==> config.mk <==
export PLATFORM = sky130hd
export DESIGN_NAME = ws2812_pixel_line_encoder_top
export DESIGN_NICKNAME = d
export VERILOG_FILES = /design/src/rtl/wple_pkg.sv /design/src/rtl/ws2812_pixel_line_encoder_top.sv /design/src/rtl/wple_req_queue.sv /design/src/rtl/wple_rsp_queue.sv /design/src/rtl/wple_engine.sv
export VERILOG_INCLUDE_DIRS = /design/src /design/src/rtl
export SDC_FILE = /design/constraint.sdc
export NUM_CORES = 1
export LEC_CHECK = 0
export BUFFER_PORTS_ARGS = -buffer_cell sky130_fd_sc_hd__buf_2
export CAP_MARGIN = 20
export CORE_UTILIZATION = 50
export CTS_CLUSTER_SIZE = 8
export DETAILED_ROUTE_END_ITERATION = 8
export PLACE_DENSITY = 0.71
export SKIP_CTS_REPAIR_TIMING = 1
export SLEW_MARGIN = 20
export SYNTH_ARGS = -nofsm -noshare
export SYNTH_HDL_FRONTEND = slang
export SYNTH_SLANG_ARGS = --single-unit
==> constraint.sdc <==
create_clock -name clock -period 9.5 [get_ports clock]
set_input_delay 0.95 -clock clock [delete_from_list [all_inputs] [get_ports clock]]
set_output_delay 0.95 -clock clock [all_outputs]
set_load 0.02 [all_outputs]
==> src/rtl/ws2812_pixel_line_encoder_top_defines.svh <==
// ----------------------------------------------------------------------------
// WS2812 line encoder assertion macros
// Shared concurrent assertion forms for the encoder top level.
// ----------------------------------------------------------------------------
`ifndef WS2812_PIXEL_LINE_ENCODER_TOP_DEFINES_SVH
`define WS2812_PIXEL_LINE_ENCODER_TOP_DEFINES_SVH

// same-cycle implication, checked outside reset
`define WPLE_ASSERT_SAME(label, clk, rst, ante, cons, msg) \
   label: assert property (@(posedge clk) disable iff (rst) (ante) |-> (cons)) \
      else $error(msg);

// next-cycle implication, checked outside reset
`define WPLE_ASSERT_NEXT(label, clk, rst, ante, cons, msg) \
   label: assert property (@(posedge clk) disable iff (rst) (ante) |=> (cons)) \
      else $error(msg);

`endif

==> src/rtl/wple_pkg.sv <==
// ----------------------------------------------------------------------------
// wple_pkg
// Types, constants and helpers shared by the WS2812 line encoder.
// ----------------------------------------------------------------------------
package wple_pkg;

   localparam int PIXEL_BITS  = 24;
   localparam int WordW       = 24;
   localparam int BitsLeftW   = 5;
   localparam int PeriodW     = 12;
   localparam int LatchW      = 16;
   localparam int CsrDataW    = 16;
   localparam int CsrIndexW   = 2;

   localparam int QueueDepth  = 2;
   localparam int QueuePtrW   = (QueueDepth > 1) ? $clog2(QueueDepth) : 1;
   localparam int QueueCntW   = $clog2(QueueDepth + 1);

   localparam logic [PeriodW-1:0] BitPeriodReset = PeriodW'(97);
   localparam logic [PeriodW-1:0] ZeroHighReset  = PeriodW'(19);
   localparam logic [PeriodW-1:0] OneHighReset   = PeriodW'(38);
   localparam logic [LatchW-1:0]  LatchLowReset  = LatchW'(2403);

   typedef enum logic [1:0] {
      PH_IDLE  = 2'd0,
      PH_SEND  = 2'd1,
      PH_LATCH = 2'd2
   } phase_type;

   typedef enum logic [CsrIndexW-1:0] {
      CSR_BIT_PERIOD = 2'd0,
      CSR_ZERO_HIGH  = 2'd1,
      CSR_ONE_HIGH   = 2'd2,
      CSR_LATCH_LOW  = 2'd3
   } csr_index_type;

   typedef struct packed {
      logic             pixel_valid;
      logic [WordW-1:0] pixel_word;
      logic             frame_end;
   } req_type;

   typedef struct packed {
      logic line_level;
      logic pixel_ready;
      logic busy_res;
      logic underrun;
   } rsp_type;

   // high time for the bit now at the top of the shifter
   function automatic logic [PeriodW-1:0] high_for(
      input logic               msb,
      input logic [PeriodW-1:0] one_high,
      input logic [PeriodW-1:0] zero_high
   );
      return msb ? one_high : zero_high;
   endfunction

endpackage

==> src/rtl/ws2812_pixel_line_encoder_top.sv <==
// ----------------------------------------------------------------------------
// ws2812_pixel_line_encoder_top
// WS2812 serial line encoder: one waveform tick per transaction.
// ----------------------------------------------------------------------------
//
//   channel | handshake          | payload               | direction
//   --------+--------------------+-----------------------+----------
//   req     | req_push/req_full  | req_item (req_type)   | in
//   rsp     | rsp_pop/rsp_empty  | rsp_item (rsp_type)   | out
//   csr     | csr_valid/ready    | csr_index, csr_data   | in
//
// One tick in, one result out, one per cycle sustained while the result queue
// has room. An accepted tick is written into the request queue; the engine
// evaluates it at the queue head and pushes its result into the result queue,
// whose head drives rsp_item until popped. Reset is synchronous: queues empty,
// timing registers take their defaults. A full result queue stops the engine
// and req_full rises after at most two more ticks. csr_ready is always high.
//
module ws2812_pixel_line_encoder_top import wple_pkg::*; (
   input  logic                clock,
   input  logic                reset,
   // tick transactions
   input  logic                req_push,
   input  req_type             req_item,
   output logic                req_full,
   // result transactions
   input  logic                rsp_pop,
   output rsp_type             rsp_item,
   output logic                rsp_empty,
   // register writes
   input  logic                csr_valid,
   output logic                csr_ready,
   input  csr_index_type       csr_index,
   input  logic [CsrDataW-1:0] csr_data
);

`include "ws2812_pixel_line_encoder_top_defines.svh"

   // front-to-back link
   logic    tick_empty;
   logic    tick_pop;
   req_type tick_item;

   // back-to-result link
   logic    res_full;
   logic    res_push;
   rsp_type res_item;

   assign csr_ready = 1'b1;

   // front: buffers ticks so the source never waits on the engine directly
   wple_req_queue u_req_queue (
      .clock     (clock),
      .reset     (reset),
      .push      (req_push),
      .push_item (req_item),
      .full      (req_full),
      .pop       (tick_pop),
      .empty     (tick_empty),
      .head      (tick_item)
   );

   // back: waveform sequencer and timing registers
   wple_engine u_engine (
      .clock     (clock),
      .reset     (reset),
      .in_empty  (tick_empty),
      .in_item   (tick_item),
      .in_pop    (tick_pop),
      .out_full  (res_full),
      .out_push  (res_push),
      .out_item  (res_item),
      .csr_write (csr_valid && csr_ready),
      .csr_index (csr_index),
      .csr_data  (csr_data)
   );

   // results wait here until popped
   wple_rsp_queue u_rsp_queue (
      .clock     (clock),
      .reset     (reset),
      .push      (res_push),
      .push_item (res_item),
      .full      (res_full),
      .pop       (rsp_pop),
      .empty     (rsp_empty),
      .head      (rsp_item)
   );

   // engine must advance whenever a tick waits and there is room for its result
   `WPLE_ASSERT_SAME(a_engine_no_stall, clock, reset, !tick_empty && !res_full, tick_pop, "engine idled with work and room")

   // a taken pixel must come from a tick that offered one
   `WPLE_ASSERT_SAME(a_ready_needs_pixel, clock, reset, res_push && res_item.pixel_ready, tick_item.pixel_valid, "pixel_ready without offered pixel")

   // a produced result is visible on the result side at the next cycle
   `WPLE_ASSERT_NEXT(a_result_lands, clock, reset, res_push, !rsp_empty, "result lost after engine push")

endmodule

==> src/rtl/wple_req_queue.sv <==
// ----------------------------------------------------------------------------
// wple_req_queue
// Front queue: takes tick transactions and holds them for the engine.
// ----------------------------------------------------------------------------
module wple_req_queue import wple_pkg::*; (
   input  logic    clock,
   input  logic    reset,
   input  logic    push,
   input  req_type push_item,
   output logic    full,
   input  logic    pop,
   output logic    empty,
   output req_type head
);

   req_type                entries_ff [QueueDepth];
   logic [QueuePtrW-1:0]   wr_ptr_ff, wr_ptr_in;
   logic [QueuePtrW-1:0]   rd_ptr_ff, rd_ptr_in;
   logic [QueueCntW-1:0]   count_ff, count_in;
   logic                   do_push, do_pop;

   assign full    = (count_ff == QueueCntW'(QueueDepth));
   assign empty   = (count_ff == '0);
   assign do_push = push && !full;
   assign do_pop  = pop && !empty;
   assign head    = entries_ff[rd_ptr_ff];

   always_comb begin
      wr_ptr_in = wr_ptr_ff;
      rd_ptr_in = rd_ptr_ff;
      count_in  = count_ff;
      if (do_push) begin
         wr_ptr_in = (wr_ptr_ff == QueuePtrW'(QueueDepth - 1)) ? '0 : wr_ptr_ff + 1'b1;
      end
      if (do_pop) begin
         rd_ptr_in = (rd_ptr_ff == QueuePtrW'(QueueDepth - 1)) ? '0 : rd_ptr_ff + 1'b1;
      end
      if (do_push && !do_pop) begin
         count_in = count_ff + 1'b1;
      end else if (do_pop && !do_push) begin
         count_in = count_ff - 1'b1;
      end
   end

   always_ff @(posedge clock) begin
      if (reset) begin
         wr_ptr_ff <= '0;
         rd_ptr_ff <= '0;
         count_ff  <= '0;
      end else begin
         wr_ptr_ff <= wr_ptr_in;
         rd_ptr_ff <= rd_ptr_in;
         count_ff  <= count_in;
      end
   end

   always_ff @(posedge clock) begin
      if (do_push) begin
         entries_ff[wr_ptr_ff] <= push_item;
      end
   end

endmodule

==> src/rtl/wple_rsp_queue.sv <==
// ----------------------------------------------------------------------------
// wple_rsp_queue
// Result queue: holds engine results until the consumer pops them.
// ----------------------------------------------------------------------------
module wple_rsp_queue import wple_pkg::*; (
   input  logic    clock,
   input  logic    reset,
   input  logic    push,
   input  rsp_type push_item,
   output logic    full,
   input  logic    pop,
   output logic    empty,
   output rsp_type head
);

   rsp_type                entries_ff [QueueDepth];
   logic [QueuePtrW-1:0]   wr_ptr_ff, wr_ptr_in;
   logic [QueuePtrW-1:0]   rd_ptr_ff, rd_ptr_in;
   logic [QueueCntW-1:0]   count_ff, count_in;
   logic                   do_push, do_pop;

   assign full    = (count_ff == QueueCntW'(QueueDepth));
   assign empty   = (count_ff == '0);
   assign do_push = push && !full;
   assign do_pop  = pop && !empty;
   assign head    = entries_ff[rd_ptr_ff];

   always_comb begin
      wr_ptr_in = wr_ptr_ff;
      rd_ptr_in = rd_ptr_ff;
      count_in  = count_ff;
      if (do_push) begin
         wr_ptr_in = (wr_ptr_ff == QueuePtrW'(QueueDepth - 1)) ? '0 : wr_ptr_ff + 1'b1;
      end
      if (do_pop) begin
         rd_ptr_in = (rd_ptr_ff == QueuePtrW'(QueueDepth - 1)) ? '0 : rd_ptr_ff + 1'b1;
      end
      if (do_push && !do_pop) begin
         count_in = count_ff + 1'b1;
      end else if (do_pop && !do_push) begin
         count_in = count_ff - 1'b1;
      end
   end

   always_ff @(posedge clock) begin
      if (reset) begin
         wr_ptr_ff <= '0;
         rd_ptr_ff <= '0;
         count_ff  <= '0;
      end else begin
         wr_ptr_ff <= wr_ptr_in;
         rd_ptr_ff <= rd_ptr_in;
         count_ff  <= count_in;
      end
   end

   always_ff @(posedge clock) begin
      if (do_push) begin
         entries_ff[wr_ptr_ff] <= push_item;
      end
   end

endmodule

==> src/rtl/wple_engine.sv <==
// ----------------------------------------------------------------------------
// wple_engine
// Back end: waveform sequencer, one tick per cycle while the result side has room, plus timing registers.
// ----------------------------------------------------------------------------
module wple_engine import wple_pkg::*; (
   input  logic                clock,
   input  logic                reset,
   // tick side
   input  logic                in_empty,
   input  req_type             in_item,
   output logic                in_pop,
   // result side
   input  logic                out_full,
   output logic                out_push,
   output rsp_type             out_item,
   // register writes
   input  logic                csr_write,
   input  csr_index_type       csr_index,
   input  logic [CsrDataW-1:0] csr_data
);

   logic [PeriodW-1:0]    bit_period_ff, zero_high_ff, one_high_ff;
   logic [LatchW-1:0]     latch_low_ff;

   phase_type             phase_ff, phase_in;
   logic [PIXEL_BITS-1:0] bit_shift_ff, bit_shift_in;
   logic [BitsLeftW-1:0]  bits_left_ff, bits_left_in;
   logic [PeriodW-1:0]    period_count_ff, period_count_in;
   logic [PeriodW-1:0]    high_time_ff, high_time_in;
   logic [LatchW-1:0]     latch_count_ff, latch_count_in;
   logic                  last_pixel_ff, last_pixel_in;

   logic                  fire;
   logic                  latch_hold, sending, boundary, last_bit;
   logic                  do_shift, do_latch, do_take, do_under;
   logic [PeriodW:0]      next_count;
   logic [PIXEL_BITS-1:0] shifted, taken;

   assign fire     = !in_empty && !out_full;
   assign in_pop   = fire;
   assign out_push = fire;

   // classify the tick
   assign latch_hold = (phase_ff == PH_LATCH) && (latch_count_ff < latch_low_ff);
   assign sending    = (phase_ff == PH_SEND);
   assign next_count = {1'b0, period_count_ff} + 1'b1;
   assign boundary   = (next_count >= {1'b0, bit_period_ff});
   assign last_bit   = (bits_left_ff == '0);
   assign do_shift   = sending && boundary && !last_bit;
   assign do_latch   = sending && boundary && last_bit && last_pixel_ff;
   assign do_take    = in_item.pixel_valid &&
                       ((sending && boundary && last_bit && !last_pixel_ff) ||
                        (!sending && !latch_hold));
   assign do_under   = sending && boundary && last_bit && !last_pixel_ff &&
                       !in_item.pixel_valid;
   assign shifted    = {bit_shift_ff[PIXEL_BITS-2:0], 1'b0};
   assign taken      = PIXEL_BITS'(in_item.pixel_word);

   // next state
   always_comb begin
      phase_in        = phase_ff;
      bit_shift_in    = bit_shift_ff;
      bits_left_in    = bits_left_ff;
      period_count_in = period_count_ff;
      high_time_in    = high_time_ff;
      latch_count_in  = latch_count_ff;
      last_pixel_in   = last_pixel_ff;
      if (latch_hold) begin
         latch_count_in = latch_count_ff + 1'b1;
      end else if (sending && !boundary) begin
         period_count_in = next_count[PeriodW-1:0];
      end else if (do_shift) begin
         bit_shift_in    = shifted;
         bits_left_in    = bits_left_ff - 1'b1;
         period_count_in = '0;
         high_time_in    = high_for(shifted[PIXEL_BITS-1], one_high_ff, zero_high_ff);
      end else if (do_latch) begin
         phase_in        = PH_LATCH;
         latch_count_in  = LatchW'(1);
         last_pixel_in   = 1'b0;
         high_time_in    = '0;
         period_count_in = '0;
      end else if (do_take) begin
         phase_in        = PH_SEND;
         bit_shift_in    = taken;
         bits_left_in    = BitsLeftW'(PIXEL_BITS - 1);
         last_pixel_in   = in_item.frame_end;
         period_count_in = '0;
         high_time_in    = high_for(taken[PIXEL_BITS-1], one_high_ff, zero_high_ff);
      end else if (do_under) begin
         bit_shift_in    = '0;
         high_time_in    = '0;
         period_count_in = '0;
      end else if (!sending) begin
         phase_in = PH_IDLE;
      end
   end

   // result of this tick
   always_comb begin
      out_item.line_level  = (phase_in == PH_SEND) && (period_count_in < high_time_in);
      out_item.pixel_ready = do_take;
      out_item.busy_res    = latch_hold || sending || do_take;
      out_item.underrun    = do_under;
   end

   always_ff @(posedge clock) begin
      if (reset) begin
         phase_ff        <= PH_IDLE;
         bit_shift_ff    <= '0;
         bits_left_ff    <= '0;
         period_count_ff <= '0;
         high_time_ff    <= '0;
         latch_count_ff  <= '0;
         last_pixel_ff   <= 1'b0;
      end else if (fire) begin
         phase_ff        <= phase_in;
         bit_shift_ff    <= bit_shift_in;
         bits_left_ff    <= bits_left_in;
         period_count_ff <= period_count_in;
         high_time_ff    <= high_time_in;
         latch_count_ff  <= latch_count_in;
         last_pixel_ff   <= last_pixel_in;
      end
   end

   always_ff @(posedge clock) begin
      if (reset) begin
         bit_period_ff <= BitPeriodReset;
         zero_high_ff  <= ZeroHighReset;
         one_high_ff   <= OneHighReset;
         latch_low_ff  <= LatchLowReset;
      end else if (csr_write) begin
         case (csr_index)
            CSR_BIT_PERIOD: bit_period_ff <= csr_data[PeriodW-1:0];
            CSR_ZERO_HIGH:  zero_high_ff  <= csr_data[PeriodW-1:0];
            CSR_ONE_HIGH:   one_high_ff   <= csr_data[PeriodW-1:0];
            CSR_LATCH_LOW:  latch_low_ff  <= csr_data[LatchW-1:0];
            default: ;
         endcase
      end
   end

endmodule

==> out/metrics.csv <==
metric,value,unit
num_antenna_cells,0,
antenna_found_initial,0,
power_leakage,3.85,nW
routed_via_density,5.74,
syn_area_per_cell,9.52,sq um
p_sw,0.00106,W
core.rowCount,49,
synth_area,9110,sq um
ff2ff_setup_slack,4130,ps
cts_root_buffer,clkbuf_16,
wl_per_cell,16.0,microns
cp_max_fo,11,
yosysUniqueCellTypes,70,
slew_headroom,39.6,%
finalSetupViolations,0,
drv_cap,0,
rsz0062_at_grt,no,
cts_max_path_buffers,2,
layout_commonest_cell,dfxtp_1,
die-area,18800,sq um
drt_first_pass_iters,5,
skew,13.1,ps
synth_fa_ha_area_share,5.90,%
cp-start-kind,flip-flop,
yosys.area_share.simple,19.4,%
port_buffers,54,
htree_levels,4,
drive_above_1_share,15.4,%
fin_crit,5370,ps
insertion_delay,440,ps
synthMuxAreaShare,4.23,%
synth_ff_type,dfxtp_1,
ys_async_sr_fraction,0,%
drt_iter0_drc,678,
timing.rr.start,u_engine.period_count_ff[0],
grt_pass1_vias,6408,
dp_hpwl,13.4,mm
yosys.area.top_type,dfxtp_1,
grt_usage,22.2,%
numCtsBuffers,17,
status,finished clean,
power,0.00282,W
yosysSeqAreaShare,49.0,%
place_congestion,0.850,
holdWs,458,ps
synth_top_family_by_area,simple AND/OR/NAND/NOR gates,
synth_xor_area_share,2.40,%
endpoint_kind,flip-flop,
max_freq,0.186,GHz
core_area,17900,sq um
io_pins,56,
overflow,0,
path_cells,"ha_1, nand3_2, nor2_1, and3_1, nand3_1, xnor2_1, ha_1, nand3_1, a311oi_1, o21ai_4, o22ai_1, a222oi_1, ha_1, a21oi_1, nor2b_1, o21ai_0, a21oi_1, o21a_1, o21ai_0, nand3_1, nor3_1",
cp_slowest_cell,o22ai_1,
grt_max_degree,108,
required,9730,ps
drv_slew,0,
min_to,u_engine.latch_low_ff[3],
synthTopCellsByArea,"dfxtp_1 (29%), edfxtp_1 (20%), ha_1 (5.9%), nand2_1 (5.1%), nor2_1 (4.4%)",
holdPathStages,2,
yosys.area.top_type_share,29.2,%
final_cell_mix,"dfxtp_1 (133), nand2_1 (123), nor2_1 (106), a21oi_1 (70), edfxtp_1 (60)",
synth_edf_count,60,
die_y,137,microns
critical_path_arrival,5600,ps
synth_compound_area_share,14.9,%
hp-class,reg2reg,
syn_nets,1049,
die_x,137,microns
synth_seq_cells,193,
path_class,reg2reg,
synth_warnings,0,
place_area,9520,sq um
fin_area,10200,sq um
initial_core_util,50.9,%
clkPwrFrac,26.1,%
rr_worst_depth,21,
ir_worst_vdd,187,uV
period_share,56.5,%
intPower,0.00176,W
finalHoldViolations,0,
clk_pin_slew,70,ps
syn_inst,957,
antenna_left,0,
cts_tree,done,
fill_cells,1570,
max_stage_delay,710,ps
p_sw_share,37.6,%
comb_power_share,33.7,%
wl,19.8,mm
powerDensity,277,nW/um^2
num_vias,7086,
power_frac_seq,40.2,%
cts_sinks,193,
worst_pin_slew,907,ps
setup_tns,0,ps
worstHoldStart,u_engine.latch_low_ff[3],
area_delta_synth_final,11.5,%
reg2reg_to,u_rsp_queue.entries_ff[0][3],
grt_pass1_wl,32.2,mm
nets,1084,
drcViolationCount,0,
## power groups by stage
stage               clock network (W)  logic (W)  registers, W
CTS                          0.000745   0.000952       0.00113
global placement                    0   0.000937       0.00114
finish                       0.000735   0.000951       0.00113
global route                 0.000780    0.00106       0.00115
floorplan                           0   0.000740       0.00112
detailed placement                  0   0.000948       0.00115
## kinds of logic (layout without fill, tap and decap cells)
group | Yosys count | in the layout
mux | 35 | 35
flops | 193 | 193
fa+ha+maj | 43 | 43
simple gates | 376 | 376
xor+xnor | 25 | 25
other cells | 1 | 1
buf+inv | 86 | 134
compound gates | 198 | 198
## worst max-delay path by stage
| stage | startpoint | to |
|---|---|---|
| final | u_engine.period_count_ff[0] | u_rsp_queue.entries_ff[0][3] |
| after global routing | u_engine.period_count_ff[0] | u_rsp_queue.entries_ff[0][3] |
| after CTS | u_engine.period_count_ff[0] | u_rsp_queue.entries_ff[0][3] |
| after detailed placement | u_engine.period_count_ff[0] | u_rsp_queue.entries_ff[0][3] |
| after global placement | u_engine.period_count_ff[0] | u_rsp_queue.entries_ff[0][3] |
| after floorplan | u_engine.period_count_ff[0] | u_rsp_queue.entries_ff[0][3] |
## flip-flops by register name (all words and copies together), names as in the netlist, named ones only
name / cells
u_engine.bit_shift_ff: 23
u_engine.high_time_ff: 12
u_engine.period_count_ff: 12
u_engine.one_high_ff: 12
u_rsp_queue.rd_ptr_ff: 1
u_engine.zero_high_ff: 12
u_rsp_queue.wr_ptr_ff: 1
u_req_queue.rd_ptr_ff: 1
u_engine.phase_ff: 2
u_rsp_queue.count_ff: 2
u_req_queue.count_ff: 2
u_engine.latch_count_ff: 16
u_engine.latch_low_ff: 16
u_rsp_queue.entries_ff: 8
u_engine.bit_period_ff: 12
u_engine.last_pixel_ff: 1
u_req_queue.wr_ptr_ff: 1
u_req_queue.entries_ff: 52
u_engine.bits_left_ff: 5
## synthesized netlist by cell type (6+ instances only)
cell	number
a222oi_1	11
nand4_1	11
a211oi_1	15
a21oi_1	70
o21a_1	6
o21ai_0	27
nand3_1	27
nand3b_1	9
a221oi_1	22
inv_1	32
and3_1	12
nor2_1	107
a211o_1	8
edfxtp_1	60
mux2_2	28
clkbuf_1	34
dfxtp_1	133
nand2b_1	9
or3_1	6
xnor2_1	15
buf_6	6
mux2i_1	7
xor2_1	10
ha_1	43
buf_2	9
nor3_1	39
nand2_1	123
## layer usage
metal  part of all wire, %  track usage, %  vias up
met4                   1.4            7.94        0
li1                      -               -     3510
met3                   7.0            4.33       22
met2                    46            35.2      232
met5                     0               0        -
met1                    46            30.2     3322
## per-stage QoR
| step | cells | setup slack (ps) | util, % |
|---|---|---|---|
| floorplan | 957 | 5110 | - |
| global placement | 1201 | 4350 | 53.2 |
| detailed placement | 1201 | 4170 | 53.2 |
| CTS | 1233 | 4160 | 56.6 |
| global route | 1234 | 3620 | 56.8 |
| finish | 1234 | 4130 | 56.8 |
## worst max-delay path: cells and delay by family, from the launching register on
kind	cells	cell delay, ps
flops	1	440
compound gates	9	2400
simple gates	8	1210
fa+ha+maj	3	950
xor+xnor	1	160
## area by class of cell
type | instances | area [sq um] | share of cell area (%)
sequential | 193 | 4460 | 43.9
multi-input combinational | 678 | 4270 | 42.0
clock buffer | 17 | 425 | 4.19
timing repair buffer | 68 | 398 | 3.92
tap | 229 | 287 | 2.82
clock inverter | 15 | 194 | 1.91
inverter | 34 | 128 | 1.26
Power figures use the tool's default switching activity.
